## src/rtl/dts_pkg.sv

```systemverilog
// ============================================================================
// dts_pkg - shared types and constants for the dependency sort core
// Field structs, command/status bundles between controller and datapath.
// ============================================================================
package dts_pkg;

   localparam int NODES   = 64;
   localparam int DEPS    = 8;
   localparam int NODE_W  = 6;                      // node index width
   localparam int CNT_W   = 4;                      // 0 .. DEPS edge count
   localparam int DEP_AW  = 3;                      // edge slot index width
   localparam int ADJ_AW  = NODE_W + DEP_AW;        // adjacency address
   localparam int TOP_W   = NODE_W + 1;             // 0 .. NODES
   localparam int COUNT_W = 7;                      // node_count register

   // request function codes
   localparam logic [1:0] FUNC_ADD   = 2'd0;
   localparam logic [1:0] FUNC_SORT  = 2'd1;
   localparam logic [1:0] FUNC_CLEAR = 2'd2;

   // result status codes
   localparam logic [1:0] ST_ORDER = 2'd0;
   localparam logic [1:0] ST_CYCLE = 2'd1;
   localparam logic [1:0] ST_EMPTY = 2'd2;
   localparam logic [1:0] ST_FULL  = 2'd3;

   // visit marks
   localparam logic [1:0] MARK_NEW  = 2'd0;
   localparam logic [1:0] MARK_OPEN = 2'd1;
   localparam logic [1:0] MARK_DONE = 2'd2;

   typedef struct packed {
      logic [1:0]        func;
      logic [NODE_W-1:0] target_node;
      logic [NODE_W-1:0] dep_node;
   } req_type;

   typedef struct packed {
      logic [1:0]        status;
      logic [NODE_W-1:0] order_node;
      logic              last;
   } rsp_type;

   // where the result node field comes from
   typedef enum logic [1:0] {
      RSRC_ORDER,
      RSRC_DEP,
      RSRC_TARGET,
      RSRC_ZERO
   } rsp_src_type;

   typedef struct packed {
      logic        latch;        // capture request, reset walk counters
      logic        clear_deps;   // drop every dependency list
      logic        add_write;    // append edge to current node
      logic        clr_step;     // one step of the visit mark sweep
      logic        root_next;    // advance root index
      logic        frame_root;   // open a walk at the current root
      logic        mark_rd_dep;  // look up mark of the edge just read
      logic        idx_inc;      // consume one edge of the current frame
      logic        push;         // descend into the dependency
      logic        finish;       // close current frame, append to order
      logic        pop_load;     // resume parent frame from stack
      logic        out_next;     // advance order readout
      logic        rsp_load;     // load result register
      logic [1:0]  rsp_status;
      rsp_src_type rsp_src;
      logic        rsp_last;
   } dp_cmd_type;

   typedef struct packed {
      logic [1:0] func;
      logic       count_zero;
      logic       cnt_full;
      logic       idx_lt_cnt;
      logic       d_out;
      logic [1:0] mark;
      logic       top_one;
      logic       r_last;
      logic       k_last;
      logic       clr_last;
      logic       out_free;
   } dp_stat_type;

endpackage

```

## src/rtl/dts_ctrl.sv

```systemverilog
// ============================================================================
// dts_ctrl - sequencer for the dependency sort core
// Steps edge appends, list clears, the mark sweep, the depth-first walk and the readout.
// ============================================================================
module dts_ctrl
   import dts_pkg::*;
(
   input  logic        clock,
   input  logic        reset,
   input  logic        req_valid,
   output logic        req_stall,
   output dp_cmd_type  cmd,
   input  dp_stat_type stat
);

   typedef enum logic [4:0] {
      S_IDLE,
      S_DECODE,
      S_ADD_RD,
      S_ADD_CHK,
      S_FULL,
      S_EMPTY,
      S_CLR,
      S_ROOT_RD,
      S_ROOT_CHK,
      S_FRAME_RD,
      S_FRAME_CHK,
      S_MARK_CHK,
      S_POP_RD,
      S_POP_LD,
      S_CYCLE,
      S_OUT_RD,
      S_OUT_WR
   } state_type;

   state_type state_ff, state_in;

   always_ff @(posedge clock) begin
      if (reset) begin
         state_ff <= S_IDLE;
      end else begin
         state_ff <= state_in;
      end
   end

   assign req_stall = (state_ff != S_IDLE);

   always_comb begin
      state_in = state_ff;
      cmd      = '0;
      cmd.rsp_src = RSRC_ZERO;
      unique case (state_ff)
         S_IDLE: begin
            if (req_valid) begin
               cmd.latch = 1'b1;
               state_in  = S_DECODE;
            end
         end
         S_DECODE: begin
            unique case (stat.func)
               FUNC_ADD:   state_in = S_ADD_RD;
               FUNC_SORT:  state_in = stat.count_zero ? S_EMPTY : S_CLR;
               FUNC_CLEAR: begin
                  cmd.clear_deps = 1'b1;
                  state_in       = S_IDLE;
               end
               default:    state_in = S_IDLE;
            endcase
         end
         S_ADD_RD: state_in = S_ADD_CHK;
         S_ADD_CHK: begin
            if (stat.cnt_full) begin
               state_in = S_FULL;
            end else begin
               cmd.add_write = 1'b1;
               state_in      = S_IDLE;
            end
         end
         S_FULL: begin
            if (stat.out_free) begin
               cmd.rsp_load   = 1'b1;
               cmd.rsp_status = ST_FULL;
               cmd.rsp_src    = RSRC_TARGET;
               cmd.rsp_last   = 1'b1;
               state_in       = S_IDLE;
            end
         end
         S_EMPTY: begin
            if (stat.out_free) begin
               cmd.rsp_load   = 1'b1;
               cmd.rsp_status = ST_EMPTY;
               cmd.rsp_src    = RSRC_ZERO;
               cmd.rsp_last   = 1'b1;
               state_in       = S_IDLE;
            end
         end
         S_CLR: begin
            cmd.clr_step = 1'b1;
            if (stat.clr_last) begin
               state_in = S_ROOT_RD;
            end
         end
         S_ROOT_RD: state_in = S_ROOT_CHK;
         S_ROOT_CHK: begin
            if (stat.mark != MARK_NEW) begin
               if (stat.r_last) begin
                  state_in = S_OUT_RD;
               end else begin
                  cmd.root_next = 1'b1;
                  state_in      = S_ROOT_RD;
               end
            end else begin
               cmd.frame_root = 1'b1;
               state_in       = S_FRAME_RD;
            end
         end
         S_FRAME_RD: state_in = S_FRAME_CHK;
         S_FRAME_CHK: begin
            if (stat.idx_lt_cnt) begin
               cmd.idx_inc = 1'b1;
               if (stat.d_out) begin
                  state_in = S_FRAME_RD;
               end else begin
                  cmd.mark_rd_dep = 1'b1;
                  state_in        = S_MARK_CHK;
               end
            end else begin
               cmd.finish = 1'b1;
               if (!stat.top_one) begin
                  state_in = S_POP_RD;
               end else if (stat.r_last) begin
                  state_in = S_OUT_RD;
               end else begin
                  cmd.root_next = 1'b1;
                  state_in      = S_ROOT_RD;
               end
            end
         end
         S_MARK_CHK: begin
            if (stat.mark == MARK_OPEN) begin
               state_in = S_CYCLE;
            end else if (stat.mark == MARK_NEW) begin
               cmd.push = 1'b1;
               state_in = S_FRAME_RD;
            end else begin
               state_in = S_FRAME_RD;
            end
         end
         S_POP_RD: state_in = S_POP_LD;
         S_POP_LD: begin
            cmd.pop_load = 1'b1;
            state_in     = S_FRAME_RD;
         end
         S_CYCLE: begin
            if (stat.out_free) begin
               cmd.rsp_load   = 1'b1;
               cmd.rsp_status = ST_CYCLE;
               cmd.rsp_src    = RSRC_DEP;
               cmd.rsp_last   = 1'b1;
               state_in       = S_IDLE;
            end
         end
         S_OUT_RD: state_in = S_OUT_WR;
         S_OUT_WR: begin
            if (stat.out_free) begin
               cmd.rsp_load   = 1'b1;
               cmd.rsp_status = ST_ORDER;
               cmd.rsp_src    = RSRC_ORDER;
               cmd.rsp_last   = stat.k_last;
               if (stat.k_last) begin
                  state_in = S_IDLE;
               end else begin
                  cmd.out_next = 1'b1;
                  state_in     = S_OUT_RD;
               end
            end
         end
         default: state_in = S_IDLE;
      endcase
   end

endmodule

```

## config.mk

```make
export PLATFORM = sky130hd
export DESIGN_NAME = dts_ctrl
export DESIGN_NICKNAME = d
export VERILOG_FILES = /design/src/rtl/dts_pkg.sv /design/src/rtl/dts_ctrl.sv
export SDC_FILE = /design/constraint.sdc
export NUM_CORES = 1
export LEC_CHECK = 0
export ABC_AREA = 0
export ABC_CLOCK_PERIOD_IN_PS = 1830
export BUFFER_PORTS_ARGS = -buffer_cell sky130_fd_sc_hd__buf_2
export CAP_MARGIN = 20
export CORE_UTILIZATION = 33
export CTS_BUF_LIST = sky130_fd_sc_hd__clkbuf_8
export DETAILED_ROUTE_END_ITERATION = 6
export GPL_TIMING_DRIVEN = 0
export MAX_ROUTING_LAYER = met4
export PLACE_DENSITY = 0.69
export SLEW_MARGIN = 20
export SYNTH_ARGS = -nofsm -noshare
export SYNTH_HDL_FRONTEND = slang
export SYNTH_SLANG_ARGS = --single-unit
```

## constraint.sdc

```tcl
create_clock -name clock -period 1.83 [get_ports clock]
set_input_delay 0.183 -clock clock [delete_from_list [all_inputs] [get_ports clock]]
set_output_delay 0.183 -clock clock [all_outputs]
set_load 0.01 [all_outputs]
```

After elaboration in Yosys (flattened, before gate mapping)
Cells that the tools add are included.
{"block": "op_classes", "n_lt_le_gt_ge": 0, "n_shift": 0, "n_div": 0, "reduce_logical": 7, "addsub": 0, "multipliers": 0, "n_bitwise": 0, "n_eq_ne": 23, "mux": 45}
{"cell": "one-hot mux 5 bit (15 select lines)", "n": 1}
{"cell": "== test 5 x 4 -> 1 bit, second input constant", "n": 8}
{"cell": "2-to-1 mux 5 bit", "n": 6}
{"cell": "one-hot mux 6 bit (4 select lines)", "n": 1}
{"cell": "2-to-1 mux 1 bit", "n": 22}
{"cell": "== test 5 x 3 -> 1 bit, second input constant", "n": 4}
{"cell": "2-to-1 mux 6 bit", "n": 3}
{"cell": "2-to-1 mux 4 bit", "n": 3}
{"cell": "== test 5 x 2 -> 1 bit, second input constant", "n": 2}
{"cell": "2-to-1 mux 2 bit", "n": 4}
{"cell": "2-to-1 mux 7 bit", "n": 1}
{"cell": "2-to-1 mux 3 bit", "n": 2}
{"cell": "!= test 2 bit, second input constant", "n": 3}
{"cell": "one-hot mux 3 bit (2 select lines)", "n": 1}
{"cell": "== test 5 x 1 -> 1 bit, second input constant", "n": 1}
{"cell": "== test 5 bit, second input constant", "n": 1}
{"cell": "logical NOT 5 bit", "n": 1}
{"cell": "nonzero test 5 bit", "n": 1}
{"cell": "== test 2 x 1 -> 1 bit, second input constant", "n": 2}
{"cell": "logical NOT 2 bit", "n": 2}
{"cell": "AND reduction 4 bit", "n": 1}
{"cell": "OR reduction 3 bit", "n": 1}
{"cell": "== test 2 bit, second input constant", "n": 1}
{"cell": "!= test 2 x 1 -> 1 bit, second input constant", "n": 1}
{"cell": "2 further kinds", "n": 2}
{"block": "word_totals", "output_inout_bits": 19, "latch_bits": 0, "ff_bits": 5, "inputBits": 16, "n_memories": 0, "romBits": 0, "elab_cells": 76, "ramBits": 0}

Logic depth before layout (Yosys ltp)
{"block": "depth", "depth_word": 4, "depth_mapped": 7, "mapped_depth_nobuf": 5}

Least setup slack after synthesis
No wires, ideal clock.
{"block": "synth_timing", "kind": "register to output", "from": "reg state_ff[3]", "to": "out cmd[13] (netlist bit)", "setup_slack_ns": 0.276, "t_required_ns": 1.647, "stages_incl_launch_ff": 5, "path_buffers": 1, "arrival_ns": 1.371, "cell_sequence": "dfxtp_1 > inv_1 > or3_1 > buf_2 > nor4b_1"}
{"item": "from (decl)", "line": "dts_ctrl.sv:36", "rtl": "state_type state_ff, state_in;"}
{"item": "from (signal assigned)", "line": "dts_ctrl.sv:42", "rtl": "state_ff <= state_in;"}
{"item": "to (decl)", "line": "dts_ctrl.sv:12", "rtl": "output dp_cmd_type cmd,"}

==> results.py <==
metrics = {
    "clock_tree": {
        "cts_inserted_buffers": 3,
        "post_cts_buffers": 0,
        "clk_latency_ns": 0.22,
        "htree_levels": 1,
        "postCtsHoldBufs": 0,
        "clockBufferDepth": 2,
        "cts_tree": "built",
        "clockRootBuffer": "clkbuf_8",
        "clkTransAtPathRegs_ns": 0.04,
        "clock-sinks": 5,
    },
    "sta": {
        "worst_pin_slew_ns": 0.520,
        "max_freq_mhz": 566,
        "finalSetupViolations": 0,
        "fin_crit_ns": 1.77,
        "fin_skew_ns": 0.00297,
        "hold_viol_final": 0,
        "maxSlewViolCount": 0,
        "relSlewSlack_pct": 65.4,
        "fin_crit_sh_pct": 96.5,
    },
    "setup_path": {
        "required_ns": 1.65,
        "crit_arrival_ns": 1.58,
        "timing.reg2reg.setup_slack_ns": 0.21,
        "crit_fanout": 10,
        "end_kind": "output port",
        "cp-start-kind": "flop",
        "setup.worst_path.class": "reg2out",
    },
    "die": {
        "fp.dieW_um": 50.3,
        "coreArea_mm2": 0.00221,
        "die-area_mm2": 0.00253,
        "initial_utilization_pct": 34.8,
        "rows": 17,
        "die_h_um": 50.3,
        "ios": 35,
    },
    "synthesis": {
        "yosysSeqAreaShare_pct": 13.0,
        "synthTopCellsByCount": "17 x nor2_1, 15 x nand2_1, 12 x nor3_1",
        "synth.distinct_cells": 38,
        "synth_seq_cells": 5,
        "avgSynthCellArea_um2": 6.22,
        "synth.area.top_cells": "dfxtp_1 13%, nor2_1 8.3%, nor3_1 7.8%",
        "synth_top_flop_cell": "dfxtp_1",
        "synth_warnings": 0,
        "ys_async_sr_fraction_pct": 0,
        "synth_nets": 140,
        "synthCells": 124,
        "synth_edf_count": 0,
        "syn_area_um2": 771,
        "synth_area_leader_cell": "dfxtp_1",
        "synth_top_area_share_pct": 13.0,
        "yosysMostFrequentCell": "nor2_1",
    },
    "final_layout": {
        "antenna-diode-count": 0,
        "final_cell_area_mm2": 0.00107,
        "reg_top3": "state_ff x5",
        "nNetsFinal": 179,
        "finalNonFillerCells": 190,
        "drive_gt1_share_pct": 35.8,
        "largest_register_ffs": 5,
        "syn2layout_area_growth_pct": 38.3,
        "top_register": "state_ff",
    },
    "run": {
        "maxCapViolCount": 0,
    },
    "drt": {
        "viasPerCell": 5.57,
        "wl_per_cell_um": 13.2,
        "ant_nets": 0,
        "vias": 1058,
        "initialDrtViolationCount": 42,
        "drtPass1Iterations": 4,
        "drc_errors": 0,
        "drt-total-wl_mm": 2.51,
    },
    "placed_design": {
        "globalplace.congestion": 0.914,
        "portBuffers": 34,
        "hpwl_mm": 1.83,
        "place_area_um2": 976,
        "placedCellCount": 186,
    },
    "global_route": {
        "antenna_found_initial": 0,
        "grt_pass1_vias": 939,
        "grtUsageTotal_pct": 20.5,
        "grt_max_degree": 11,
        "grt_first_pass_wirelength_mm": 4.00,
        "grt_overflow": 0,
    },
    "pwr": {
        "peakVddDrop_uv": 787,
        "cellLeakagePower_nw": 0.479,
        "power_density_mw_per_mm2": 648,
    },
    "min_path": {
        "hold_path.class": "in2reg",
    },
    "outcome": {
        "status": "completed",
    },
}
critical path, cell delays in order, from the launching register on:
cell and delay, ns:
dfxtp_1 0.31, buf_4 0.17, nor4b_4 0.31, a21oi_2 0.07, or3_1 0.33, nand2_1 0.06, buf_2 0.12
layer usage:
layer | part of all wire (%) | vias to the layer above | wire [um] | global-route usage, %
met2 | 50 | 55 | 1250 | 32.9
met5 | 0 | - | 0 | -
met3 | 8.8 | 2 | 220 | 3.03
li1 | - | 522 | - | -
met4 | 0.24 | 0 | 6 | 5.09
met1 | 41 | 479 | 1030 | 26.8
cell usage in the layout (no fill, tap or decap), drive strengths merged, types with 5 or more instances in the layout:
cell type / netlist / final
nand2: 15 / 15
nor3: 13 / 13
buf: 6 / 39
nor2: 17 / 17
a21oi: 9 / 9
or3: 6 / 6
o21ai: 8 / 8
dfxtp: 5 / 5
inv: 7 / 8
clkbuf: 2 / 6
cell type report:
cell class	instances	area, um2
plain buffers	8	46.3
clock inverters	1	3.75
fillers	234	1150
clock buffers	3	41.3
repair buffers	34	170
flip-flops and latches	5	104
inverters	7	26.3
well taps	28	35.0
multi-input cells	104	639
power by group:
group	internal (mW)	total [mW]	switching, mW	leakage (nW)
sequential	0.125	0.144	0.0195	0.0419
combinational	0.135	0.352	0.217	0.411
clock	0.144	0.195	0.0513	0.0269
worst paths after layout:
path	startpoint	endpoint	cells after the start
min reg2reg	state_ff[3]	state_ff[4]	3
max	state_ff[1]	cmd[5]	6
min	reset	state_ff[4]	2
max reg2reg	state_ff[3]	state_ff[2]	6
through the flow:
| step | hold slack [ns] | utilization [%] | setup slack (ns) | power [mW] | setup TNS, ns |
|---|---|---|---|---|---|
| after floorplan | 0.255 | - | 0.276 | 0.361 | 0 |
| after global placement | 0.410 | 44.1 | 0.153 | 0.464 | 0 |
| after detailed placement | 0.420 | 44.1 | 0.129 | 0.467 | 0 |
| after CTS | 0.193 | 46.9 | 0.0153 | 0.674 | 0 |
| after global routing | 0.215 | 48.2 | -0.00802 | 0.736 | -0.00806 |
| final | 0.193 | 48.2 | 0.0633 | 0.691 | 0 |
cells by family (layout without fill, tap and decap cells):
family | count (synthesis) | in the layout | synth area share [%]
buffers and inverters | 15 | 53 | 8.28
flip-flops | 5 | 5 | 13.0
XOR/XNOR | 1 | 1 | 1.14
AND/OR/NAND/NOR | 77 | 77 | 56.8
AO/OA/AOI/OAI | 26 | 26 | 20.8
timing repair:
action                                 CTS  global route
endpoints found under the hold margin    0             0
setup endpoints to repair                6            10
resized for setup                        5             9
pin swaps                                0             1
(Power assumes the default switching activity.)
